==> src/sv/assert_macros.svh <==
// ----------------------------------------------------------------------------
// Assertion macros
// Shorthand for the concurrent checks used in the cluster chain engine.
// ----------------------------------------------------------------------------
`ifndef ASSERT_MACROS_SVH
`define ASSERT_MACROS_SVH

// Same-cycle implication, checked on the rising clock edge outside reset.
`define FCCE_ASSERT_IMP(lbl, clk, rstn, ante, cons) \
    lbl: assert property (@(posedge clk) disable iff (!rstn) (ante) |-> (cons)) \
        else $error("same-cycle implication check failed");

// Next-cycle implication, checked on the rising clock edge outside reset.
`define FCCE_ASSERT_NEXT(lbl, clk, rstn, ante, cons) \
    lbl: assert property (@(posedge clk) disable iff (!rstn) (ante) |=> (cons)) \
        else $error("next-cycle implication check failed");

`endif

==> src/sv/fcce_pkg.sv <==
// ----------------------------------------------------------------------------
// FAT16 cluster chain engine package
// Widths and codes shared by all modules, and the command and status records.
// ----------------------------------------------------------------------------
package fcce_pkg;

    // Table geometry.
    localparam int TABLE_DEPTH = 4096;
    localparam int ADDR_W      = $clog2(TABLE_DEPTH);
    localparam int LIM_W       = 17;   // holds cluster_count + 2 and TABLE_DEPTH

    // Field widths.
    localparam int CMD_W = 3;
    localparam int VAL_W = 16;
    localparam int CNT_W = 12;
    localparam int STS_W = 2;

    // Entry marks.
    localparam logic [VAL_W-1:0] CHAIN_LIMIT = 16'hFFF8;
    localparam logic [VAL_W-1:0] END_MARK    = 16'hFFFF;
    localparam logic [VAL_W-1:0] FREE_MARK   = 16'h0000;

    // Commands.
    localparam logic [CMD_W-1:0] CMD_READ  = 3'd0;
    localparam logic [CMD_W-1:0] CMD_WRITE = 3'd1;
    localparam logic [CMD_W-1:0] CMD_ALLOC = 3'd2;
    localparam logic [CMD_W-1:0] CMD_FREE  = 3'd3;
    localparam logic [CMD_W-1:0] CMD_LINK  = 3'd4;

    // Result status codes.
    localparam logic [STS_W-1:0] ST_OK   = 2'd0;
    localparam logic [STS_W-1:0] ST_FULL = 2'd1;
    localparam logic [STS_W-1:0] ST_BAD  = 2'd2;
    localparam logic [STS_W-1:0] ST_LOOP = 2'd3;

    // Table write selects.
    localparam logic [2:0] WR_NONE  = 3'd0;
    localparam logic [2:0] WR_CLR   = 3'd1;  // clearing pass
    localparam logic [2:0] WR_ENTRY = 3'd2;  // table[tail] = entry value
    localparam logic [2:0] WR_FREE  = 3'd3;  // table[cur]  = free mark
    localparam logic [2:0] WR_END   = 3'd4;  // table[cur]  = end mark
    localparam logic [2:0] WR_LINK  = 3'd5;  // table[tail] = cur

    // Cursor updates.
    localparam logic [1:0] CUR_HOLD = 2'd0;
    localparam logic [1:0] CUR_TWO  = 2'd1;
    localparam logic [1:0] CUR_INC  = 2'd2;
    localparam logic [1:0] CUR_NEXT = 2'd3;

    // Staged result value selects.
    localparam logic [1:0] STG_ZERO  = 2'd0;
    localparam logic [1:0] STG_RDATA = 2'd1;
    localparam logic [1:0] STG_CUR   = 2'd2;

    typedef struct packed {
        logic             load;
        logic             rd_cur;
        logic             rd_tail;
        logic [2:0]       wr_sel;
        logic [1:0]       cur_sel;
        logic             freed_inc;
        logic             stg_load;
        logic [1:0]       stg_sel;
        logic [STS_W-1:0] stg_sts;
        logic             out_load;
    } t_dp_cmd;

    typedef struct packed {
        logic tail_lt2;
        logic tail_ge_lim;
        logic cur_ge_lim;
        logic cur_is_link;
        logic rdata_zero;
        logic rdata_link;
        logic freed_max;
        logic clr_last;
    } t_dp_sts;

    // A value that points on to another cluster of a chain.
    function automatic logic is_link(input logic [VAL_W-1:0] v);
        return (v >= 16'd2) && (v < CHAIN_LIMIT);
    endfunction

endpackage

==> src/sv/fcce_ctrl.sv <==
// ----------------------------------------------------------------------------
// FAT16 cluster chain engine controller
// Sequences the clearing pass, command decode, scans, chain walks and output.
// ----------------------------------------------------------------------------
module fcce_ctrl import fcce_pkg::*; (
    input  logic             i_clk,
    input  logic             i_rst_n,
    input  logic             i_in_valid,
    input  logic [CMD_W-1:0] i_in_cmd,
    output logic             o_in_ready,
    output logic             o_out_valid,
    input  logic             i_out_ready,
    output t_dp_cmd          o_cmd,
    input  t_dp_sts          i_sts
);

    localparam logic [3:0] S_CLEAR     = 4'd0;
    localparam logic [3:0] S_IDLE      = 4'd1;
    localparam logic [3:0] S_DISP      = 4'd2;
    localparam logic [3:0] S_RD_WAIT   = 4'd3;
    localparam logic [3:0] S_TAIL_CHK  = 4'd4;
    localparam logic [3:0] S_SCAN_RD   = 4'd5;
    localparam logic [3:0] S_SCAN_CHK  = 4'd6;
    localparam logic [3:0] S_LINK      = 4'd7;
    localparam logic [3:0] S_FREE_TEST = 4'd8;
    localparam logic [3:0] S_FREE_STEP = 4'd9;
    localparam logic [3:0] S_OUT       = 4'd10;

    logic [3:0]       r_state, n_state;
    logic [CMD_W-1:0] r_cmd,   n_cmd;
    logic             r_out_valid, n_out_valid;

    always_comb begin
        n_state    = r_state;
        n_cmd      = r_cmd;
        o_in_ready = 1'b0;
        o_cmd      = '0;

        unique case (r_state)
            S_CLEAR: begin
                o_cmd.wr_sel = WR_CLR;
                if (i_sts.clr_last) begin
                    n_state = S_IDLE;
                end
            end
            S_IDLE: begin
                o_in_ready = 1'b1;
                if (i_in_valid) begin
                    o_cmd.load = 1'b1;
                    n_cmd      = i_in_cmd;
                    n_state    = S_DISP;
                end
            end
            S_DISP: begin
                o_cmd.stg_sel = STG_ZERO;
                o_cmd.stg_sts = ST_OK;
                case (r_cmd)
                    CMD_READ: begin
                        if (i_sts.tail_ge_lim) begin
                            o_cmd.stg_load = 1'b1;
                            o_cmd.stg_sts  = ST_BAD;
                            n_state        = S_OUT;
                        end else begin
                            o_cmd.rd_tail = 1'b1;
                            n_state       = S_RD_WAIT;
                        end
                    end
                    CMD_WRITE: begin
                        o_cmd.stg_load = 1'b1;
                        if (i_sts.tail_ge_lim) begin
                            o_cmd.stg_sts = ST_BAD;
                        end else begin
                            o_cmd.wr_sel = WR_ENTRY;
                        end
                        n_state = S_OUT;
                    end
                    CMD_ALLOC: begin
                        o_cmd.cur_sel = CUR_TWO;
                        n_state       = S_SCAN_RD;
                    end
                    CMD_FREE: begin
                        n_state = S_FREE_TEST;
                    end
                    CMD_LINK: begin
                        if (i_sts.tail_lt2 || i_sts.tail_ge_lim) begin
                            o_cmd.stg_load = 1'b1;
                            o_cmd.stg_sts  = ST_BAD;
                            n_state        = S_OUT;
                        end else begin
                            o_cmd.rd_tail = 1'b1;
                            n_state       = S_TAIL_CHK;
                        end
                    end
                    default: begin
                        o_cmd.stg_load = 1'b1;
                        n_state        = S_OUT;
                    end
                endcase
            end
            S_RD_WAIT: begin
                o_cmd.stg_load = 1'b1;
                o_cmd.stg_sel  = STG_RDATA;
                o_cmd.stg_sts  = ST_OK;
                n_state        = S_OUT;
            end
            S_TAIL_CHK: begin
                if (i_sts.rdata_link) begin
                    o_cmd.stg_load = 1'b1;
                    o_cmd.stg_sel  = STG_RDATA;
                    o_cmd.stg_sts  = ST_OK;
                    n_state        = S_OUT;
                end else begin
                    o_cmd.cur_sel = CUR_TWO;
                    n_state       = S_SCAN_RD;
                end
            end
            S_SCAN_RD: begin
                if (i_sts.cur_ge_lim) begin
                    o_cmd.stg_load = 1'b1;
                    o_cmd.stg_sel  = STG_ZERO;
                    o_cmd.stg_sts  = ST_FULL;
                    n_state        = S_OUT;
                end else begin
                    o_cmd.rd_cur = 1'b1;
                    n_state      = S_SCAN_CHK;
                end
            end
            S_SCAN_CHK: begin
                if (i_sts.rdata_zero) begin
                    o_cmd.wr_sel = WR_END;
                    if (r_cmd == CMD_LINK) begin
                        n_state = S_LINK;
                    end else begin
                        o_cmd.stg_load = 1'b1;
                        o_cmd.stg_sel  = STG_CUR;
                        o_cmd.stg_sts  = ST_OK;
                        n_state        = S_OUT;
                    end
                end else begin
                    o_cmd.cur_sel = CUR_INC;
                    n_state       = S_SCAN_RD;
                end
            end
            S_LINK: begin
                o_cmd.wr_sel   = WR_LINK;
                o_cmd.stg_load = 1'b1;
                o_cmd.stg_sel  = STG_CUR;
                o_cmd.stg_sts  = ST_OK;
                n_state        = S_OUT;
            end
            S_FREE_TEST: begin
                o_cmd.stg_sel = STG_ZERO;
                if (!i_sts.cur_is_link) begin
                    o_cmd.stg_load = 1'b1;
                    o_cmd.stg_sts  = ST_OK;
                    n_state        = S_OUT;
                end else if (i_sts.cur_ge_lim) begin
                    o_cmd.stg_load = 1'b1;
                    o_cmd.stg_sts  = ST_BAD;
                    n_state        = S_OUT;
                end else if (i_sts.freed_max) begin
                    o_cmd.stg_load = 1'b1;
                    o_cmd.stg_sts  = ST_LOOP;
                    n_state        = S_OUT;
                end else begin
                    o_cmd.rd_cur = 1'b1;
                    n_state      = S_FREE_STEP;
                end
            end
            S_FREE_STEP: begin
                o_cmd.wr_sel    = WR_FREE;
                o_cmd.cur_sel   = CUR_NEXT;
                o_cmd.freed_inc = 1'b1;
                n_state         = S_FREE_TEST;
            end
            S_OUT: begin
                if (!r_out_valid || i_out_ready) begin
                    o_cmd.out_load = 1'b1;
                    n_state        = S_IDLE;
                end
            end
            default: begin
                n_state = S_IDLE;
            end
        endcase
    end

    always_comb begin
        if (o_cmd.out_load) begin
            n_out_valid = 1'b1;
        end else if (i_out_ready) begin
            n_out_valid = 1'b0;
        end else begin
            n_out_valid = r_out_valid;
        end
    end

    always_ff @(posedge i_clk) begin
        if (!i_rst_n) begin
            r_state     <= S_CLEAR;
            r_cmd       <= CMD_READ;
            r_out_valid <= 1'b0;
        end else begin
            r_state     <= n_state;
            r_cmd       <= n_cmd;
            r_out_valid <= n_out_valid;
        end
    end

    assign o_out_valid = r_out_valid;

endmodule

==> config.mk <==
export PLATFORM = sky130hd
export DESIGN_NAME = fcce_ctrl
export DESIGN_NICKNAME = d
export VERILOG_FILES = /design/src/sv/assert_macros.svh /design/src/sv/fcce_pkg.sv /design/src/sv/fcce_ctrl.sv
export SDC_FILE = /design/constraint.sdc
export NUM_CORES = 1
export LEC_CHECK = 0
export ABC_CLOCK_PERIOD_IN_PS = 1600
export BUFFER_PORTS_ARGS = -buffer_cell sky130_fd_sc_hd__buf_2
export CAP_MARGIN = 15
export CORE_MARGIN = 3
export CORE_UTILIZATION = 40
export CTS_CLUSTER_DIAMETER = 120
export DETAILED_ROUTE_END_ITERATION = 12
export GPL_TIMING_DRIVEN = 0
export PLACE_DENSITY = 0.79
export SLEW_MARGIN = 15
export SYNTH_ARGS = -nofsm -noshare
export SYNTH_HDL_FRONTEND = slang
export SYNTH_SLANG_ARGS = --single-unit
==> constraint.sdc <==
create_clock -name i_clk -period 1.6 [get_ports i_clk]
set_clock_uncertainty 0.05 [all_clocks]
set_input_delay 0 -clock i_clk [delete_from_list [all_inputs] [get_ports i_clk]]
set_output_delay 0 -clock i_clk [all_outputs]
set_load 0.01 [all_outputs]
==> flow_metrics.tcl <==
set metrics [dict create \
    max-vdd-ir-drop_mv 0.4358 \
    rsz0062_at_grt "yes" \
    synth.most_common_cell "nor2_1" \
    hp-class "in2reg" \
    drt_iter0_drc 20 \
    area.growth.synth_to_final_pct 45.93 \
    h-tree-depth 1 \
    nets 167 \
    post_dp_cell_area_um2 997.2 \
    reg2reg_depth 5 \
    pwr-share-comb 0.368 \
    cts_buffers 3 \
    end_kind "output port" \
    dp_cells 170 \
    synth_top_area_frac 0.2006 \
    sw_frac_of_total 0.3443 \
    viasPerCell 5.983 \
    drt.antenna.violating_nets 0 \
    ios 32 \
    worstPathMaxFanout 2 \
    ys_types 42 \
    drv_cap 0 \
    dp_hpwl_mm 1.906 \
    track_usage 0.2195 \
    final-seq-area_um2 176.4 \
    fin_ws_ns -0.1971 \
    period_needed_ns 1.797 \
    worstSkewPairLatency_ns 0.25 \
    dieHeight_um 50.67 \
    synthesis.area_um2 798.3 \
    hold_viol_final 0 \
    final_layout_size_suffix_gt1_frac 0.4267 \
    violations "setup timing" \
    dr.pass1.iters 4 \
    ys_warn_count 0 \
    seqPwrFrac 0.385 \
    synthTopCellsByCount "nor2_1 (14), nand2_1 (10), dfxtp_1 (8)" \
    synth_seq_cells 8 \
    syn_nets 129 \
    final_cells 175 \
    numPortBuffers 31 \
    die_x_um 50.67 \
    drc 0 \
    rr_endpoint "r_state[2]$_SDFFE_PN0P_" \
    cp-start-kind "flip-flop" \
    overflow 0 \
    cts_tree "done" \
    hold_path_depth 2 \
    cts-root-buf "clkbuf_4" \
    grt_pass1_vias 998 \
    stdcell_area_mm2 0.001165 \
    clk_path_buf_depth 2 \
    r2r_setup_slack_ns -0.15 \
    grt_pass1_wl_mm 4.360 \
    setup.worst_path.class "reg2out" \
    dp_slack_ns -0.3040 \
    post-synth-top-area-cell "dfxtp_1" \
    cp.arrival_ns 1.75 \
    start_util 0.4431 \
    worst_slew_pin_slew_ns 0.4449 \
    gp_routability_congestion 0.9553 \
    routed_wl_mm 2.719 \
    min-delay-start "i_rst_n" \
    synth_cells 114 \
    cp.required_ns 1.55 \
    synth_flop_cell "dfxtp_1" \
    nFillCells 181 \
    pwr-share-clk 0.247 \
    clk_pin_slew_ns 0.05 \
    synth.area.top_cells "dfxtp_1 (20%), nor2_1 (6.6%), nand2_1 (4.7%)" \
    p_per_area_mw_per_mm2 504.9 \
    final-setup-viol-count 6 \
    synth-seq-area-share 0.2006 \
    switching_power_mw 0.2025 \
    avgSynthCellArea_um2 7.002 \
    r2r_start "r_state[0]$_SDFFE_PN0P_" \
    status "finished, violations left" \
    die_area_mm2 0.002567 \
    internal-power_mw 0.3856 \
    power_mw 0.5881 \
    finalCritPeriodShare 1.123 \
    relSlewSlack 0.7026 \
    clock_sinks 8 \
    core_mm2 0.001802 \
    slew_viol_final 0 \
    leakage_nw 0.4953 \
    num_vias 1047 \
    wl_per_cell_um 15.54 \
    synth_edf_count 0 \
    multi_input_area_um2 644.4 \
    fmax_ghz 0.5564 \
    async_reset_ff_frac 0 \
    diodes 0 \
    antenna_found_initial 0 \
    min_to "o_out_valid$_SDFFE_PN0P_" \
    grt_max_degree 11 \
    rows 15 \
]
==> cells by family (layout without fill, tap and decap cells) <==
| kind of cell | count (synthesis) | in the layout | share of synthesized area |
|---|---|---|---|
| buf+inv | 17 | 53 | 0.1034 |
| flops | 8 | 8 | 0.2006 |
| compound gates | 45 | 45 | 0.4044 |
| simple gates | 44 | 44 | 0.2915 |
==> power groups by stage <==
| stage | Sequential [mW] | Combinational [mW] | Clock (mW) |
|---|---|---|---|
| after floorplan | 0.219 | 0.125 | 0 |
| after global placement | 0.220 | 0.189 | 0 |
| after detailed placement | 0.221 | 0.193 | 0 |
| after CTS | 0.228 | 0.196 | 0.154 |
| after global routing | 0.228 | 0.238 | 0.166 |
| final | 0.227 | 0.216 | 0.145 |
==> per-layer routing <==
| layer | vias to the layer above | global-route usage | wire length (um) |
|---|---|---|---|
| li1 | 501 | - | - |
| met1 | 491 | 0.2571 | 1121 |
| met2 | 47 | 0.3804 | 1368 |
| met3 | 8 | 0.03561 | 159 |
| met4 | 0 | 0.1121 | 70 |
| met5 | - | 0 | 0 |
==> worst max-delay path, cell delays in order (launching register included) <==
cell and delay, ns:
dfxtp_4 0.34, or4b_4 0.54, or2_4 0.26, buf_6 0.12, o22ai_2 0.08, buf_2 0.15
==> cell type report <==
type,count,area share
Buffer,5,0.04189
Sequential cell,8,0.1514
Timing Repair Buffer,37,0.1815
Multi-Input combinational cell,89,0.5532
Tap cell,25,0.02685
Clock buffer,3,0.01933
Inverter,8,0.02578
==> repair_timing <==
| action | CTS | global route |
|---|---|---|
| resized for setup | 22 | 17 |
| endpoints found under the hold margin | 3 | 0 |
| setup endpoints to repair | 17 | 15 |
| setup buffers | 3 | 0 |
| pin swaps | 5 | 0 |
| hold buffers | 3 | 0 |
==> layout by cell type (no fill, tap or decap), types with 2 or more instances in the layout <==
cell type | Yosys | final
o21a_1 | 2 | 2
a31oi_1 | 4 | 3
o21ai_0 | 6 | 6
nor2_4 | 0 | 2
dfxtp_1 | 8 | 3
buf_4 | 1 | 3
nand2_1 | 10 | 10
nand3_1 | 5 | 4
a32oi_1 | 2 | 2
o32ai_1 | 2 | 2
a211o_1 | 2 | 2
o22ai_2 | 0 | 2
nand4_1 | 2 | 2
clkbuf_4 | 0 | 4
buf_2 | 0 | 32
nor2b_1 | 4 | 2
a21o_1 | 2 | 2
nor2_1 | 14 | 11
a21boi_0 | 3 | 3
nand2b_1 | 2 | 2
nor2b_4 | 0 | 2
inv_1 | 7 | 7
dfxtp_4 | 0 | 4
dlygate4sd3_1 | 0 | 3
a21oi_1 | 6 | 6
==> through the flow <==
step | setup TNS [ns] | hold slack (ns) | utilization
global placement | -1.295 | 0.2187 | 0.5535
floorplan | -0.1664 | -0.01812 | -
finish | -0.8996 | 0.01041 | 0.6465
CTS | -0.9944 | 0.004892 | 0.6125
global route | -1.508 | 0.007177 | 0.6465
detailed placement | -1.249 | 0.2276 | 0.5535
==> sequential cells by signal, summed over array words and instances, names as in the netlist <==
signal	count
r_state	4
r_cmd	3
o_out_valid	1
==> how the worst max path moves through the flow <==
stage / start / to / slack, ns / depth (start not counted)
2_1_floorplan: r_state[0]$_SDFFE_PN0P_ / r_state[2]$_SDFFE_PN0P_ / -0.1 / 6
3_3_place_gp: r_cmd[2]$_SDFFE_PN0P_ / o_cmd[5] / -0.32 / 6
3_5_place_dp: r_cmd[2]$_SDFFE_PN0P_ / o_cmd[5] / -0.30 / 6
4_1_cts: r_state[0]$_SDFFE_PN0P_ / o_cmd[7] / -0.21 / 5
5_1_grt: r_state[0]$_SDFFE_PN0P_ / o_cmd[12] / -0.26 / 4
6_report: r_state[0]$_SDFFE_PN0P_ / o_cmd[7] / -0.20 / 5
(Power assumes the default switching activity.)
